<file path="config.mk">
export PLATFORM = sky130hd
export DESIGN_NAME = keb_ctrl
export DESIGN_NICKNAME = d
export VERILOG_FILES = /design/src/hw/rtl/kronecker_edge_builder_assert.svh /design/src/hw/rtl/keb_pkg.sv /design/src/hw/rtl/keb_ctrl.sv
export SDC_FILE = /design/constraint.sdc
export NUM_CORES = 1
export LEC_CHECK = 0
export BUFFER_PORTS_ARGS = -buffer_cell sky130_fd_sc_hd__buf_2
export CAP_MARGIN = 20
export CORE_AREA = 8 8 45 47
export DETAILED_ROUTE_END_ITERATION = 8
export DIE_AREA = 0 0 53 55
export RECOVER_POWER = 50
export SYNTH_ARGS = -nofsm -noshare
export SYNTH_HDL_FRONTEND = slang
export SYNTH_SLANG_ARGS = --single-unit
</file>
<file path="constraint.sdc">
create_clock -name clk -period 1.2 [get_ports clk]
set_input_delay 0.12 -clock clk [delete_from_list [all_inputs] [get_ports clk]]
set_output_delay 0.12 -clock clk [all_outputs]
set_load 0.1 [all_outputs]
</file>
<file path="src/hw/rtl/kronecker_edge_builder_assert.svh">
// Assertion macros for the Kronecker edge builder.
// Used by the top level only; needs a clock and an active-low reset in scope at the call.
`ifndef KRONECKER_EDGE_BUILDER_ASSERT_SVH
`define KRONECKER_EDGE_BUILDER_ASSERT_SVH

// Same-cycle implication, switched off while reset is held
`define KEB_ASSERT_SAME(label, clk, rst_n, ante, cons) \
  label: assert property (@(posedge clk) disable iff (!rst_n) (ante) |-> (cons)) \
    else $error("kronecker_edge_builder: same-cycle check failed");

// Next-cycle implication, switched off while reset is held
`define KEB_ASSERT_NEXT(label, clk, rst_n, ante, cons) \
  label: assert property (@(posedge clk) disable iff (!rst_n) (ante) |=> (cons)) \
    else $error("kronecker_edge_builder: next-cycle check failed");

`endif

</file>
<file path="src/hw/rtl/keb_pkg.sv">
// Shared constants, types and command codes for the Kronecker edge builder.
// No dependencies; the other RTL files but the assertion header refer to it by scoped names.
`default_nettype none

package keb_pkg;

  // Sizes
  localparam int unsigned MAX_LOG_VERTICES = 48;
  localparam int unsigned PFX_W            = MAX_LOG_VERTICES;
  localparam int unsigned WORD_W           = 31;
  localparam int unsigned LV_W             = 6;
  localparam int unsigned KEY_W            = 64;
  localparam int unsigned HALF_W           = KEY_W / 2;
  localparam int unsigned SH_W             = 7;
  localparam int unsigned A_W              = 14;
  localparam int unsigned BC_W             = 13;
  localparam int unsigned OUT_W            = 48;
  localparam int unsigned CFG_IDX_W        = 3;
  localparam int unsigned CFG_DATA_W       = 64;

  // Register indexes
  localparam logic [CFG_IDX_W-1:0] CFG_LOG_VERTICES = 3'd0;
  localparam logic [CFG_IDX_W-1:0] CFG_KEY_FIRST    = 3'd1;
  localparam logic [CFG_IDX_W-1:0] CFG_KEY_SECOND   = 3'd2;
  localparam logic [CFG_IDX_W-1:0] CFG_A_SHARE      = 3'd3;
  localparam logic [CFG_IDX_W-1:0] CFG_BC_SHARE     = 3'd4;

  // Register reset values
  localparam logic [LV_W-1:0]  RST_LOG_VERTICES = 6'd16;
  localparam logic [KEY_W-1:0] RST_KEY_FIRST    = 64'd0;
  localparam logic [KEY_W-1:0] RST_KEY_SECOND   = 64'd1;
  localparam logic [A_W-1:0]   RST_A_SHARE      = 14'd5700;
  localparam logic [BC_W-1:0]  RST_BC_SHARE     = 13'd1900;

  // Word reduction: reject below 2^31-1 mod 10000, then reduce mod 10000
  localparam logic [WORD_W-1:0] REJECT_LIMIT = 31'd3647;
  localparam int unsigned       DENOM_W      = 14;
  localparam logic [DENOM_W-1:0] SHARE_DENOM = 14'd10000;
  // floor(2^44 / 10000); the estimated quotient is exact or one short
  localparam int unsigned       RECIP_SHIFT  = 44;
  localparam logic [WORD_W-1:0] RECIP        = 31'd1759218604;
  localparam int unsigned       RECIP_PROD_W = 2 * WORD_W;
  localparam int unsigned       QUOT_W       = RECIP_PROD_W - RECIP_SHIFT;
  localparam int unsigned       QMUL_W       = QUOT_W + DENOM_W;

  // Scramble multiplier constants
  localparam logic [KEY_W-1:0] MUL_FIRST  = 64'h4519840211493211;
  localparam logic [KEY_W-1:0] MUL_SECOND = 64'h3050852102C843A5;

  // Scramble register operations
  localparam logic [1:0] X_HOLD    = 2'd0;
  localparam logic [1:0] X_ADD_SRC = 2'd1;
  localparam logic [1:0] X_ADD_TGT = 2'd2;
  localparam logic [1:0] X_MIX     = 2'd3;

  // Partial product selection
  localparam logic [1:0] MUL_LL = 2'd0;
  localparam logic [1:0] MUL_LH = 2'd1;
  localparam logic [1:0] MUL_HL = 2'd2;

  // Accumulator operations
  localparam logic [1:0] ACC_HOLD = 2'd0;
  localparam logic [1:0] ACC_LOAD = 2'd1;
  localparam logic [1:0] ACC_ADD  = 2'd2;

  typedef struct packed {
    logic [LV_W-1:0]  log_vertices;
    logic [KEY_W-1:0] key_first;
    logic [KEY_W-1:0] key_second;
    logic [A_W-1:0]   a_share;
    logic [BC_W-1:0]  bc_share;
  } cfg_t;

  // Controller to datapath
  typedef struct packed {
    logic       take_word;
    logic       qmul_load;
    logic       level_step;
    logic [1:0] x_op;
    logic [1:0] mul_sel;
    logic       use_second_key;
    logic [1:0] acc_op;
    logic       hold_src;
    logic       out_load;
  } cmd_t;

  // Datapath to controller
  typedef struct packed {
    logic word_ok;
    logic edge_done;
    logic out_busy;
  } status_t;

endpackage

`default_nettype wire

</file>
<file path="src/hw/rtl/keb_ctrl.sv">
// Sequencing controller: word reduction steps, then the two-vertex scramble.
// Depends on keb_pkg for command and status types and operation codes.
`default_nettype none

module keb_ctrl (
  input  logic              clk,
  input  logic              rst_n,
  input  logic              in_valid,
  input  keb_pkg::status_t  status,
  output logic              in_ready,
  output keb_pkg::cmd_t     cmd
);

  localparam logic [3:0] S_IDLE  = 4'd0;
  localparam logic [3:0] S_QMUL  = 4'd1;
  localparam logic [3:0] S_LEVEL = 4'd2;
  localparam logic [3:0] S_ADD   = 4'd3;
  localparam logic [3:0] S_M0    = 4'd4;
  localparam logic [3:0] S_M1    = 4'd5;
  localparam logic [3:0] S_M2    = 4'd6;
  localparam logic [3:0] S_M3    = 4'd7;
  localparam logic [3:0] S_OUT   = 4'd8;

  logic [3:0] state_r, state_nxt;
  logic       vsel_r, vsel_nxt;   // 0: source vertex, 1: target vertex
  logic       pass_r, pass_nxt;   // 0: first multiply, 1: second multiply

  assign in_ready = (state_r == S_IDLE);

  // Next state and command decode
  always_comb begin
    state_nxt          = state_r;
    vsel_nxt           = vsel_r;
    pass_nxt           = pass_r;
    cmd                = '0;
    cmd.x_op           = keb_pkg::X_HOLD;
    cmd.mul_sel        = keb_pkg::MUL_LL;
    cmd.acc_op         = keb_pkg::ACC_HOLD;
    cmd.use_second_key = pass_r;
    unique case (state_r)
      S_IDLE: begin
        // a rejected word is taken and dropped
        if (in_valid && status.word_ok) begin
          cmd.take_word = 1'b1;
          state_nxt     = S_QMUL;
        end
      end
      S_QMUL: begin
        cmd.qmul_load = 1'b1;
        state_nxt     = S_LEVEL;
      end
      S_LEVEL: begin
        cmd.level_step = 1'b1;
        if (status.edge_done) begin
          vsel_nxt  = 1'b0;
          state_nxt = S_ADD;
        end else begin
          state_nxt = S_IDLE;
        end
      end
      S_ADD: begin
        cmd.x_op     = vsel_r ? keb_pkg::X_ADD_TGT : keb_pkg::X_ADD_SRC;
        cmd.hold_src = vsel_r;
        pass_nxt     = 1'b0;
        state_nxt    = S_M0;
      end
      S_M0: begin
        cmd.mul_sel = keb_pkg::MUL_LL;
        state_nxt   = S_M1;
      end
      S_M1: begin
        cmd.acc_op  = keb_pkg::ACC_LOAD;
        cmd.mul_sel = keb_pkg::MUL_LH;
        state_nxt   = S_M2;
      end
      S_M2: begin
        cmd.acc_op  = keb_pkg::ACC_ADD;
        cmd.mul_sel = keb_pkg::MUL_HL;
        state_nxt   = S_M3;
      end
      S_M3: begin
        cmd.x_op = keb_pkg::X_MIX;
        if (!pass_r) begin
          pass_nxt  = 1'b1;
          state_nxt = S_M0;
        end else if (!vsel_r) begin
          vsel_nxt  = 1'b1;
          state_nxt = S_ADD;
        end else begin
          state_nxt = S_OUT;
        end
      end
      S_OUT: begin
        if (!status.out_busy) begin
          cmd.out_load = 1'b1;
          state_nxt    = S_IDLE;
        end
      end
      default: state_nxt = S_IDLE;
    endcase
  end

  always_ff @(posedge clk) begin
    if (!rst_n) begin
      state_r <= S_IDLE;
      vsel_r  <= 1'b0;
      pass_r  <= 1'b0;
    end else begin
      state_r <= state_nxt;
      vsel_r  <= vsel_nxt;
      pass_r  <= pass_nxt;
    end
  end

endmodule

`default_nettype wire

</file>
After elaboration in Yosys (flattened, before gate mapping)
Index checks and enable logic that the tools add are counted.
- eq/ne operators: 12
- multiplexer cells: 20
- reductions and logical operators: 6
- operator list (operator ; number):
    4-bit case mux with 9 select lines ; 1
    4-bit by 3-bit == test with 1-bit output (second input constant) ; 4
    4-bit two-way mux ; 4
    1-bit two-way mux ; 9
    4-bit by 2-bit == test with 1-bit output (second input constant) ; 2
    2-bit case mux with 2 select lines ; 2
    2-bit != test (second input constant) ; 3
    4-bit by 1-bit == test with 1-bit output (second input constant) ; 1
    4-bit == test (second input constant) ; 1
    4-bit zero test ; 1
    2-bit two-way mux ; 2
    1-bit case mux with 2 select lines ; 2
    2-bit nonzero test ; 2
    3-bit AND reduction ; 1
    2-bit by 1-bit != test with 1-bit output (second input constant) ; 1
    2-bit AND reduction ; 1
    1-bit logical AND ; 1
- bits in registers: 6
- input port bits: 6
- output and inout bits: 13
- word-level logic and storage cells: 41

Longest topological paths before layout
- depth in word-level cells: 3
- mapped depth: 5
- mapped depth without buffers: 3

Least setup slack after synthesis
No wires, ideal clock.
- path type: reg-to-output
- start: register state_r[1]
- end: output cmd[0] in the netlist's numbering
- arrival: 3.537 ns
- data required time: 1.080 ns
- slack: -2.457 ns
- stages on the path, launching flop included: 4
- buffers on the path: 1
- path through: dfxtp_1 -> buf_4 -> nor2_1 -> nor4bb_1
- RTL lines (what ; RTL line ; source):
    from (decl) ; keb_ctrl.sv:24 ; logic [3:0] state_r, state_nxt;
    from (signal assigned) ; keb_ctrl.sv:109 ; state_r <= state_nxt;
    to (decl) ; keb_ctrl.sv:11 ; output keb_pkg::cmd_t cmd

==> metrics.yaml <==
status: "finished with violations"
violations: "negative setup slack"
syn_area_sq_um: 449.2
cts_buffers: 3
grt_busiest_layer: "met2"
p_leak_nw: 0.4736
clkLatencyLatePin_ns: 0.25
wirelength_mm: 1.495
nFillCells: 84
rrSetupSlack_ns: -0.12
start_util_pct: 32.46
grtUsageMet3_pct: 1.604
die_area_sq_um: 2915
critPathCaptureType: "output pin"
antenna_cells: 0
post-route-period-util_pct: 126.4
hold_path_class: "in2reg"
synth.avg_cell_area_sq_um: 8.984
grt_first_pass_wirelength_mm: 2.380
min_from: "rst_n"
final_cells: 107
clock_tree.htree_level_count: 1
hold_ws_ns: 0.1435
yosys_warnings: 0
synth_cell_types: 27
finalHoldViolCount: 0
gp_congestion: 0.8456
layout-drive-gt1-share_pct: 76.92
grt_util_met2_pct: 19.53
r2r_cells: 6
hold_end: "vsel_r"
cts.sinks: 6
r2r-end: "pass_r"
r2r_start: "state_r[0]"
cts-root-buf: "clkbuf_4"
cts_tree: "done"
drc: 0
finalSetupViolCount: 15
clk_path_buf_depth: 2
grt_max_degree: 8
required_ns: 1.08
fin_area_sq_um: 1049
grt_pass1_vias: 557
max_freq_ghz: 0.6591
crit_start: "state_r[0]"
finClkSkew_ns: 0.004776
ioPinCount: 19
drv_slew: 0
grt_antenna_before_repair: 0
yosysSeqAreaShare_pct: 26.74
syn_nets: 56
fp.dieW_microns: 53
rsz0062_at_grt: "yes"
setup_ws_ns: -0.3173
cp-start-kind: "flop"
hold_depth: 2
std_cell_rows: 14
use_met1_pct: 12.21
grt_util_all_layers_pct: 10.84
grt-ovfl-total: 0
slew_headroom_pct: 81.52
path_class: "reg2out"
irDropWorstVdd_mv: 1.028
cts.hold.buffers_added: 0
power_density_nw_per_um2: 987.5
max_cap_violations: 0
synth-seq-cells: 6
vias: 517
die_h_microns: 55
drt_pre_antenna_iters: 4
finalCriticalPeriod_ns: 1.517
postSynthCellCount: 50
core-area_sq_um: 1384
vias_per_cell: 4.832
syn2layout_area_growth_pct: 133.4
finalNetCount: 99
crit_arrival_ns: 1.40
drt_iter0_drc: 5
ant_nets: 0
clk_pin_slew_ns: 0.04
placed_cells: 94
drt-wirelength-per-cell_microns: 13.97
path_max_fanout: 3
io_buffer_count: 18
hpwl_mm: 1.050
worstMarginPinSlew_ns: 0.2764
place_area_sq_um: 889.6
[power breakdown]
part	switching, mW	total, mW	internal, mW	leakage (nW)
Combinational	0.331	0.618	0.287	0.409
Clock	0.0742	0.187	0.113	0.0138
Sequential	0.0178	0.230	0.212	0.0510
Total	0.423	1.04	0.612	0.474
[area by class of cell]
type	instances	area (sq um)	share of cell area, %
flip-flops and latches	6	130.1	12.41
multi-input cells	35	359.1	34.25
repair buffers	45	509.2	48.57
inverters	2	7.507	0.7160
clock buffers	3	22.52	2.148
well taps	16	20.02	1.909
[flip-flops by register name (all words and copies together), names as in the netlist]
name / count
state_r: 4
pass_r: 1
vsel_r: 1
[cell families after synthesis]
logic type	after synthesis	synth area share (%)
AND/OR/NAND/NOR	26	41.79
buffers and inverters	9	15.88
AO/OA/AOI/OAI	8	13.37
flip-flops	6	26.74
multiplexers	1	2.229
[worst max-delay path, cell delays in order (launching register included)]
cell and delay [ns]:
dfxtp_2 0.33, buf_6 0.12, nor4_4 0.29, and3_4 0.24, buf_12 0.17
[layer usage]
| metal | share of wire, % | routed length (microns) |
|---|---|---|
| met5 | 0 | 0 |
| met4 | 0 | 0 |
| met3 | 4.0 | 60 |
| met2 | 55 | 820 |
| met1 | 41 | 613 |
[synthesized netlist by cell type]
master / count / area share, %
nor4bb_1: 1 / 2.2
a21o_1: 1 / 1.7
nand3_1: 1 / 1.1
a211o_1: 1 / 2.0
and4_1: 2 / 3.9
nand3b_1: 1 / 1.7
and3_1: 3 / 4.2
buf_6: 3 / 7.5
or2_1: 1 / 1.4
nor2_1: 5 / 4.2
and2_1: 1 / 1.4
a31oi_1: 1 / 1.4
nand2_2: 1 / 1.4
nor2b_1: 1 / 1.4
nor4b_4: 1 / 5.3
nor3_1: 2 / 2.2
buf_4: 4 / 6.7
nor4_2: 1 / 2.8
dfxtp_1: 6 / 27
inv_1: 2 / 1.7
nand2b_1: 3 / 4.2
a21oi_1: 3 / 3.3
nand2_4: 1 / 2.5
a211oi_1: 1 / 1.7
nand4b_1: 1 / 2.0
mux2i_1: 1 / 2.2
a311oi_2: 1 / 3.3
[worst max path at each step]
stage / end / slack [ns] / cells after the start
6_report: cmd[11] / -0.32 / 4
5_1_grt: cmd[11] / -0.37 / 4
4_1_cts: cmd[11] / -0.30 / 4
3_5_place_dp: cmd[0] / -0.09 / 3
3_3_place_gp: cmd[11] / -0.07 / 4
2_1_floorplan: cmd[11] / -1.03 / 3
[layout by cell type (no fill, tap or decap)]
master,n
buf_6,9
nor3_4,1
nor3_1,1
nand2b_4,1
nand2_4,2
nor2_4,3
buf_2,5
a311oi_2,1
nand2b_1,2
dfxtp_4,2
nor4bb_4,1
nor2_1,2
or2_4,1
a21oi_1,2
a21o_1,1
and2_4,1
and4_1,1
a31oi_1,1
dfxtp_1,2
nor4b_4,1
nand3_1,1
nand4b_1,1
a21oi_4,1
and4_4,1
mux2i_1,1
nor4_4,1
a211oi_2,1
a211o_1,1
nor2b_2,1
inv_1,2
dfxtp_2,2
clkbuf_4,3
nand3b_1,1
and3_1,2
buf_4,19
buf_12,12
and3_4,1
[timing repair]
item | CTS | global route
gates resized for setup | 18 | 3
setup endpoints to repair | 14 | 16
pin swaps | 10 | 2
setup buffers | 8 | 2
[metrics by stage]
stage               util, %  setup slack (ns)  power (mW)  setup TNS [ns]
floorplan                 -            -1.029      0.5644          -7.180
finish                75.77           -0.3173       1.035          -3.029
global route          75.77           -0.3702       1.087          -4.198
global placement      64.29          -0.06615      0.7672         -0.3550
detailed placement    64.29          -0.08786      0.7725         -0.6951
CTS                   74.41           -0.3022       1.023          -2.848
Note: power is estimated with default switching activity, not from simulation.
