===== src/hw/rtl/kronecker_edge_builder_assert.svh =====
// Assertion macros for the Kronecker edge builder.
// Used by the top level only; needs a clock and an active-low reset in scope at the call.
`ifndef KRONECKER_EDGE_BUILDER_ASSERT_SVH
`define KRONECKER_EDGE_BUILDER_ASSERT_SVH

// Same-cycle implication, switched off while reset is held
`define KEB_ASSERT_SAME(label, clk, rst_n, ante, cons) \
  label: assert property (@(posedge clk) disable iff (!rst_n) (ante) |-> (cons)) \
    else $error("kronecker_edge_builder: same-cycle check failed");

// Next-cycle implication, switched off while reset is held
`define KEB_ASSERT_NEXT(label, clk, rst_n, ante, cons) \
  label: assert property (@(posedge clk) disable iff (!rst_n) (ante) |=> (cons)) \
    else $error("kronecker_edge_builder: next-cycle check failed");

`endif


===== src/hw/rtl/keb_pkg.sv =====
// Shared constants, types and command codes for the Kronecker edge builder.
// No dependencies; the other RTL files but the assertion header refer to it by scoped names.
`default_nettype none

package keb_pkg;

  // Sizes
  localparam int unsigned MAX_LOG_VERTICES = 48;
  localparam int unsigned PFX_W            = MAX_LOG_VERTICES;
  localparam int unsigned WORD_W           = 31;
  localparam int unsigned LV_W             = 6;
  localparam int unsigned KEY_W            = 64;
  localparam int unsigned HALF_W           = KEY_W / 2;
  localparam int unsigned SH_W             = 7;
  localparam int unsigned A_W              = 14;
  localparam int unsigned BC_W             = 13;
  localparam int unsigned OUT_W            = 48;
  localparam int unsigned CFG_IDX_W        = 3;
  localparam int unsigned CFG_DATA_W       = 64;

  // Register indexes
  localparam logic [CFG_IDX_W-1:0] CFG_LOG_VERTICES = 3'd0;
  localparam logic [CFG_IDX_W-1:0] CFG_KEY_FIRST    = 3'd1;
  localparam logic [CFG_IDX_W-1:0] CFG_KEY_SECOND   = 3'd2;
  localparam logic [CFG_IDX_W-1:0] CFG_A_SHARE      = 3'd3;
  localparam logic [CFG_IDX_W-1:0] CFG_BC_SHARE     = 3'd4;

  // Register reset values
  localparam logic [LV_W-1:0]  RST_LOG_VERTICES = 6'd16;
  localparam logic [KEY_W-1:0] RST_KEY_FIRST    = 64'd0;
  localparam logic [KEY_W-1:0] RST_KEY_SECOND   = 64'd1;
  localparam logic [A_W-1:0]   RST_A_SHARE      = 14'd5700;
  localparam logic [BC_W-1:0]  RST_BC_SHARE     = 13'd1900;

  // Word reduction: reject below 2^31-1 mod 10000, then reduce mod 10000
  localparam logic [WORD_W-1:0] REJECT_LIMIT = 31'd3647;
  localparam int unsigned       DENOM_W      = 14;
  localparam logic [DENOM_W-1:0] SHARE_DENOM = 14'd10000;
  // floor(2^44 / 10000); the estimated quotient is exact or one short
  localparam int unsigned       RECIP_SHIFT  = 44;
  localparam logic [WORD_W-1:0] RECIP        = 31'd1759218604;
  localparam int unsigned       RECIP_PROD_W = 2 * WORD_W;
  localparam int unsigned       QUOT_W       = RECIP_PROD_W - RECIP_SHIFT;
  localparam int unsigned       QMUL_W       = QUOT_W + DENOM_W;

  // Scramble multiplier constants
  localparam logic [KEY_W-1:0] MUL_FIRST  = 64'h4519840211493211;
  localparam logic [KEY_W-1:0] MUL_SECOND = 64'h3050852102C843A5;

  // Scramble register operations
  localparam logic [1:0] X_HOLD    = 2'd0;
  localparam logic [1:0] X_ADD_SRC = 2'd1;
  localparam logic [1:0] X_ADD_TGT = 2'd2;
  localparam logic [1:0] X_MIX     = 2'd3;

  // Partial product selection
  localparam logic [1:0] MUL_LL = 2'd0;
  localparam logic [1:0] MUL_LH = 2'd1;
  localparam logic [1:0] MUL_HL = 2'd2;

  // Accumulator operations
  localparam logic [1:0] ACC_HOLD = 2'd0;
  localparam logic [1:0] ACC_LOAD = 2'd1;
  localparam logic [1:0] ACC_ADD  = 2'd2;

  typedef struct packed {
    logic [LV_W-1:0]  log_vertices;
    logic [KEY_W-1:0] key_first;
    logic [KEY_W-1:0] key_second;
    logic [A_W-1:0]   a_share;
    logic [BC_W-1:0]  bc_share;
  } cfg_t;

  // Controller to datapath
  typedef struct packed {
    logic       take_word;
    logic       qmul_load;
    logic       level_step;
    logic [1:0] x_op;
    logic [1:0] mul_sel;
    logic       use_second_key;
    logic [1:0] acc_op;
    logic       hold_src;
    logic       out_load;
  } cmd_t;

  // Datapath to controller
  typedef struct packed {
    logic word_ok;
    logic edge_done;
    logic out_busy;
  } status_t;

endpackage

`default_nettype wire


===== src/hw/rtl/keb_cfg.sv =====
// Configuration register file of the Kronecker edge builder.
// Depends on keb_pkg for register indexes, widths and reset values.
`default_nettype none

module keb_cfg (
  input  logic                               clk,
  input  logic                               rst_n,
  input  logic                               we,
  input  logic [keb_pkg::CFG_IDX_W-1:0]      index,
  input  logic [keb_pkg::CFG_DATA_W-1:0]     wdata,
  output keb_pkg::cfg_t                      cfg
);

  keb_pkg::cfg_t cfg_r, cfg_nxt;

  // Register decode; unknown indexes are dropped
  always_comb begin
    cfg_nxt = cfg_r;
    if (we) begin
      unique case (index)
        keb_pkg::CFG_LOG_VERTICES: cfg_nxt.log_vertices = wdata[keb_pkg::LV_W-1:0];
        keb_pkg::CFG_KEY_FIRST:    cfg_nxt.key_first    = wdata[keb_pkg::KEY_W-1:0];
        keb_pkg::CFG_KEY_SECOND:   cfg_nxt.key_second   = wdata[keb_pkg::KEY_W-1:0];
        keb_pkg::CFG_A_SHARE:      cfg_nxt.a_share      = wdata[keb_pkg::A_W-1:0];
        keb_pkg::CFG_BC_SHARE:     cfg_nxt.bc_share     = wdata[keb_pkg::BC_W-1:0];
        default:                   cfg_nxt = cfg_r;
      endcase
    end
  end

  always_ff @(posedge clk) begin
    if (!rst_n) begin
      cfg_r.log_vertices <= keb_pkg::RST_LOG_VERTICES;
      cfg_r.key_first    <= keb_pkg::RST_KEY_FIRST;
      cfg_r.key_second   <= keb_pkg::RST_KEY_SECOND;
      cfg_r.a_share      <= keb_pkg::RST_A_SHARE;
      cfg_r.bc_share     <= keb_pkg::RST_BC_SHARE;
    end else begin
      cfg_r <= cfg_nxt;
    end
  end

  assign cfg = cfg_r;

endmodule

`default_nettype wire


===== config.mk =====
export PLATFORM = sky130hd
export DESIGN_NAME = keb_cfg
export DESIGN_NICKNAME = d
export VERILOG_FILES = /design/src/hw/rtl/kronecker_edge_builder_assert.svh /design/src/hw/rtl/keb_pkg.sv /design/src/hw/rtl/keb_cfg.sv
export SDC_FILE = /design/constraint.sdc
export NUM_CORES = 1
export LEC_CHECK = 0
export BUFFER_PORTS_ARGS = -buffer_cell sky130_fd_sc_hd__buf_2
export CELL_PAD_IN_SITES_DETAIL_PLACEMENT = 0
export CELL_PAD_IN_SITES_GLOBAL_PLACEMENT = 1
export CORE_ASPECT_RATIO = 0.7
export CORE_UTILIZATION = 39
export CTS_CLUSTER_SIZE = 10
export DETAILED_ROUTE_END_ITERATION = 6
export PLACE_DENSITY_LB_ADDON = 0.1
export SLEW_MARGIN = 0
export SYNTH_ARGS = -nofsm -noshare
export SYNTH_HDL_FRONTEND = slang
export SYNTH_SLANG_ARGS = --single-unit

===== constraint.sdc =====
create_clock -name clk -period 1.5 [get_ports clk]
set_input_delay 0 -clock clk [delete_from_list [all_inputs] [get_ports clk]]
set_output_delay 0 -clock clk [all_outputs]
set_load 0.02 [all_outputs]

After elaboration in Yosys (flattened, before gate mapping). Index checks and enable logic that the tools add are counted.

Register bits after elaboration: 161.

Equal/unequal tests: 4. Reduce and logical (&&, ||, !) cells: 6.

Operator list (count): AND reduction 2 bit (5); equality test 3 x 2 -> 1 bit, second input constant (2); equality test 3 x 1 -> 1 bit, second input constant (1); equality test 3 bit, second input constant (1); logical NOT 3 bit (1).

Depth between registers and ports, before layout. Gate-level depths: netlist of the first run.

Word-level depth: 2. Mapped depth: 5.

Least setup slack after synthesis of the first run. OpenSTA, ideal clock, no wires.

Path type: input -> register. Start point: in index[0] (netlist name). End point: reg cfg_r (netlist bit cfg[156]). Path slack: 0.615 ns. Cell stages on the path: 3. Setup time: 0.121 ns. Arrival time: 0.764 ns. Path through: or4b_4 -> buf_6 -> mux2i_1.

Word-level cells in the longest chain between the ends: 2.

RTL lines: start, declared (RTL line keb_cfg.sv:9) `input logic [keb_pkg::CFG_IDX_W-1:0] index,`; logical NOT 3 bit (RTL line keb_cfg.sv:20) `unique case (index)`; AND reduction 2 bit (no source line); end signal, assigned (RTL line keb_cfg.sv:39) `cfg_r <= cfg_nxt;`; end, declared (RTL line keb_cfg.sv:14) `keb_pkg::cfg_t cfg_r, cfg_nxt;`.

Every way passes these cells. A chain may end at the register's enable or synchronous reset.

==> run metrics, run 1 <==
Seq/Total Area, Yosys=between 50% and 60%; CTS tree=yes; Layout Cells excl Fill=around 1100; clock sinks=161; total die area=approximately 16000 sq um; placed cell count=1000; Placer Congestion=0.765; Sw Ratio=25.1%; FFs w/ async S/R, synth=0%; Port Buf Inserts=230; R2R cell count=2; RSZ-0062 raised after global routing=no; post-synthesis cell count=~600; initial antenna violation count=0; H-tree depth=4; Clock Tree Buf Depth=2; sw power=0.00235 W; fmax=approximately 880 MHz; GRT Resource Usage Total=20.4%; Vias=about 5000; DP HPWL=between 10000 and 15000 um; top-area cell type share of the netlist area=52.5%; Slew Viols, Final=0; Cells on Worst Hold Path=3; P&R area growth vs syn=41.1%; Fin Setup TNS=0 ns; Final Instance Area=about 8700 sq um; top cells by count, synth=nand2_1 (211), dfxtp_1 (161), mux2i_1 (161); Initial Util=between 40% and 50%; Synth Flop Type=dfxtp_1; Worst Path Required=between 1.5 and 2 ns; worst hold path type=input pin to flip-flop; transition time of the tightest slew-check pin=between 0.3 and 0.4 ns; Clock power frac=between 40 and 50%; Data arrival, critical path=about 1.4 ns; dpl ws=about 0.36 ns; Cell Area, Synth=6130 sq um; clk_lat worst skew=0.41 ns; Comb power frac=around a tenth; min-delay src=index[2]; syn nets=between 600 and 700; clock root cell=clkbuf_16; leak pwr=4.36 nW; Final nets=approximately 960; drt drc=26; Synth warnings=0; WHS=about 0.058 ns; pwr dens=about 1100 nW/um^2; io pins=231; Max Cap Viol=0; share of cells above drive strength 1=30.6%; Std-Cell Rows=37; most frequent cell after synthesis=nand2_1; Worst setup SP type=input pin; Vias per Instance=4.63; crit-path cells=dlygate4sd3_1, buf_6, buf_12, nor2b_1, mux2i_1; crit share post-route=75.5%; Area contributors post-synth=dfxtp_1 (53%), mux2i_1 (26%), nand2_1 (13%), nor2b_1 (2.4%), buf_6 (2.4%); first-pass GRT wire length=26200 um; Reg power frac=a little under half; outcome=finished, violations left; DRT Pass-1 Iters=6; R2R Setup Slk=0.86 ns; P_int=around 0.0070 W; fin crit period=about 1.1 ns; syn_area_per_cell=between 10 and 15 sq um; Ant. Diodes=0; cell accounting for the most synthesized area=dfxtp_1; final wirelength=16300 um; Worst Path Max Fanout=40; worst setup margin=approximately 0.37 ns; max_slew headroom=73.6%; core area=~15000 sq um; worst reg2reg startpoint=cfg[29]$_SDFFE_PN0P_; Worst Setup End Kind=flip-flop; post-route ant nets=0; CP max stage delay=0.56 ns; Slowest-stage cell, CP=dlygate4sd3_1; Worst-path clk slew=0.07 ns; Die Span X=between 150 and 200 um; Setup Crit Path Kind=input pin to flip-flop; Inserted Clock Buffers=17; Yosys reg bits=161; max FFs per register=between 150 and 200; number of synthesized flops with an enable pin=0; Max VDD drop=between 0.7 and 0.8 mV; Post-DP Area=7450 sq um; maximum number of pins on one net before global-route repair=a little under 60; number of global-route vias before repair=roughly 5200; Final Skew=0 ns; failing checks=DRC; WL per Instance=roughly 15 um; final setup fails=0; Hold Crit Endpoint=cfg[160]$_SDFFE_PN0P_; post-CTS setup buffer count=0; Final Hold Viols=0; GR Overflow Total=0; Initial DRC Count=approximately 270; Die Y=around 110 um; worst r2r dst=cfg[29]$_SDFFE_PN0P_; Yosys cell types=15
==> layout by cell type (no fill, tap or decap), types with 7 or more instances in the layout <==
cell type / n
dlygate4sd3_1: 65
mux2i_1: 161
dfxtp_1: 161
nor2b_1: 24
buf_2: 229
buf_12: 7
nand2_1: 211
clkbuf_16: 17
==> per-layer routing <==
metal | part of all wire [%] | GRT usage, %
met5 | 0 | 0
met4 | 1.2 | 7.36
met3 | 6.9 | 6.83
met2 | 47 | 33.9
met1 | 45 | 24.8
==> critical path, delay by kind of cell <==
family / cells / cell delay (ns)
multiplexers: 1 / 0.10
buffers and inverters: 3 / 1.08
AND/OR/NAND/NOR: 1 / 0.21
==> stage by stage <==
step           utilization (%)  total power [W]
2_1_floorplan                -          0.00496
3_3_place_gp              49.5          0.00523
3_5_place_dp              49.5          0.00525
4_1_cts                   57.5          0.00946
5_1_grt                   57.5          0.00974
6_report                  57.5          0.00936
==> worst max-delay path by stage <==
stage	start	end	cells after the start
after floorplan	index[0]	cfg[156]$_SDFFE_PN0P_	3
after global placement	index[2]	cfg[121]$_SDFFE_PN0P_	4
after detailed placement	index[2]	cfg[124]$_SDFFE_PN0P_	4
after CTS	rst_n	cfg[19]$_SDFFE_PN1P_	5
after global routing	rst_n	cfg[24]$_SDFFE_PN0P_	5
final	rst_n	cfg[19]$_SDFFE_PN1P_	5
==> logic make-up (layout without fill, tap and decap cells) <==
logic type             count (synthesis)  in the layout  synth area share, %
and+or+nand+nor                      242            242                 16.7
muxes                                161            161                 26.3
DFF                                  161            161                 52.5
buffers and inverters                 44            338                 4.53
==> power by group through the flow <==
stage	logic (W)	registers (W)	clock network [W]
after global placement	0.000725	0.00451	0
final	0.000870	0.00442	0.00407
after floorplan	0.000333	0.00463	0
after detailed placement	0.000739	0.00451	0
after CTS	0.000874	0.00442	0.00417
after global routing	0.000939	0.00443	0.00437
==> area by class of cell <==
class                           count  area (sq um)
Clock buffer                       20           457
Clock inverter                     12           100
Fill cell                        1359          6390
Multi-Input combinational cell    403          2650
Sequential cell                   161          3220
Tap cell                          195           244
Timing Repair Buffer              306          1980
==> repair_timing <==
action	in CTS	in global routing
hold buffers	65	0
resized for setup	0	0
hold endpoints to repair	161	0
(Power assumes the default switching activity.)
==> run 2, diff against run 1 <==
--- a/config.mk
+++ b/config.mk
@@ -9,7 +9,7 @@
 export CELL_PAD_IN_SITES_DETAIL_PLACEMENT = 0
 export CELL_PAD_IN_SITES_GLOBAL_PLACEMENT = 1
 export CORE_ASPECT_RATIO = 0.7
-export CORE_UTILIZATION = 39
+export CORE_UTILIZATION = 36
 export CTS_CLUSTER_SIZE = 10
 export DETAILED_ROUTE_END_ITERATION = 6
 export PLACE_DENSITY_LB_ADDON = 0.1
==> constraint.sdc (replaced) <==
create_clock -name clk -period 1.1 [get_ports clk]
set_input_delay 0 -clock clk [delete_from_list [all_inputs] [get_ports clk]]
set_output_delay 0 -clock clk [all_outputs]
set_load 0.02 [all_outputs]
==> run metrics, run 2 (synthesis results as in run 1) <==
P&R area growth vs syn=43.1%; Multi-input gate area=2660 sq um; Slew Viols, Final=0; dpl ws=around 0.0000094 ns; total die area=17600 sq um; io pins=roughly 230; worst reg2reg startpoint=cfg[79]$_SDFFE_PN0P_; worst hold path type=input pin to flip-flop; Die Span X=~160 um; Vias=a little over 5000; Ant. Diodes=0; Max VDD drop=about 0.89 mV; Worst Path Required=around 1.4 ns; Die Y=111 um; first-pass GRT wire length=~25000 um; clock sinks=approximately 160; CTS tree=yes; Vias per Instance=approximately 4.5; final setup fails=0; Placer Congestion=~0.74; core area=between 15000 and 20000 sq um; outcome=complete, no violations; pwr dens=about 1500 nW/um^2; Inserted Clock Buffers=17; WL per Instance=about 14 um; Hold Crit Endpoint=cfg[159]$_SDFFE_PN1P_; Worst setup SP type=input pin; initial antenna violation count=0; crit share post-route=89.9%; most common cell after layout, fill and taps aside=buf_2; share of cells above drive strength 1=between 30% and 40%; H-tree depth=4; Initial DRC Count=about 230; R2R Setup Slk=between 0.4 and 0.5 ns; Worst Path Max Fanout=75; worst r2r dst=cfg[79]$_SDFFE_PN0P_; post-CTS setup buffer count=0; commonest non-fill, non-tap cells in the layout=buf_2 (229), nand2_1 (210), mux2i_1 (161), dfxtp_1 (161), dlygate4sd3_1 (65); Register Area=between 3000 and 4000 sq um; Cells on Worst Hold Path=3; RSZ-0062 raised after global routing=no; GR Overflow Total=0; DP HPWL=~11000 um; WHS=approximately 0.043 ns; DRT Pass-1 Iters=5; Std-Cell Rows=39; leak pwr=roughly 4.4 nW; maximum number of pins on one net before global-route repair=76; Final Hold Viols=0; Worst-path clk slew=roughly 0.070 ns; Setup Crit Path Kind=input pin to flip-flop; Layout fillers=approximately 1600; number of global-route vias before repair=around 5100; clk_lat worst skew=approximately 0.42 ns; Fin Setup TNS=0 ns; Max Cap Viol=0; Final Skew=0 ns; max_slew headroom=roughly 73%; Data arrival, critical path=approximately 1.3 ns; worst setup margin=around 0.11 ns; R2R cell count=2; transition time of the tightest slew-check pin=0.405 ns; min-delay src=index[1]; max FFs per register=161; Initial Util=a little under two fifths; final wirelength=around 16000 um; drt drc=0; fmax=slightly above 1000 MHz; clock root cell=clkbuf_16; Clock Tree Buf Depth=2; GRT Resource Usage Total=18.3%; Worst Setup End Kind=flip-flop; Port Buf Inserts=230; post-route ant nets=0; fin crit period=between 0.9 and 1 ns; Final nets=961
==> run 2: cell types whose count changed in the layout (fill, tap and decap cells not counted), sizes merged <==
cell      change
clkinv        +1
buf           +2
inv           +1
clkbuf        -1
clkinvlp      -3
bufinv        +2
==> run 2: stage by stage <==
| step | power, W | utilization (%) | instance area [sq um] | cells |
|---|---|---|---|---|
| after global placement | 0.00715 | 45.6 | 7510 | 1032 |
| after detailed placement | 0.00716 | 45.6 | 7510 | 1032 |
| after floorplan | 0.00676 | - | 6130 | 608 |
| final | 0.0132 | 53.2 | 8780 | 1129 |
| after CTS | 0.0134 | 53.2 | 8770 | 1129 |
| after global routing | 0.0137 | 53.2 | 8780 | 1129 |
==> run 2: layout make-up <==
type | instances | share of cell area (%)
Tap cell | 225 | 3.21
Timing Repair Buffer | 308 | 22.9
Sequential cell | 161 | 36.7
Clock buffer | 19 | 5.16
Clock inverter | 13 | 1.71
Multi-Input combinational cell | 403 | 30.3
==> run 2: power breakdown <==
part	switching (W)	internal, W
registers	0.0000638	0.00596
clock network	0.00249	0.00351
logic	0.000642	0.000547
==> run 2: what timing repair did <==
item / in CTS / in global routing
gates resized for setup: 0 / 2
setup endpoints to repair: 0 / 6
hold buffers: 65 / 0
hold endpoints to repair: 160 / 0
==> run 2: worst max-delay path by stage <==
stage,endpoint,depth (start not counted),startpoint
5_1_grt,cfg[158]$_SDFFE_PN0P_,5,rst_n
2_1_floorplan,cfg[156]$_SDFFE_PN0P_,3,index[0]
6_report,cfg[19]$_SDFFE_PN1P_,5,rst_n
4_1_cts,cfg[92]$_SDFFE_PN0P_,5,rst_n
3_5_place_dp,cfg[116]$_SDFFE_PN0P_,4,index[2]
3_3_place_gp,cfg[121]$_SDFFE_PN0P_,4,index[2]
==> run 2: routing by layer <==
metal / wire (um) / global-route usage, % / share of wire [%] / vias up
li1: - / - / - / 2559
met1: 7130 / 21.4 / 45 / 2401
met2: 7460 / 30.8 / 47 / 146
met3: 1190 / 6.53 / 7.4 / 17
met4: 230 / 6.28 / 1.4 / 0
met5: 0 / 0 / 0 / -
==> run 2: critical path, stage by stage <==
cell and delay, ns:
dlygate4sd3_1 0.54, buf_6 0.15, buf_16 0.24, nor2b_1 0.23
mux2i_1 0.09
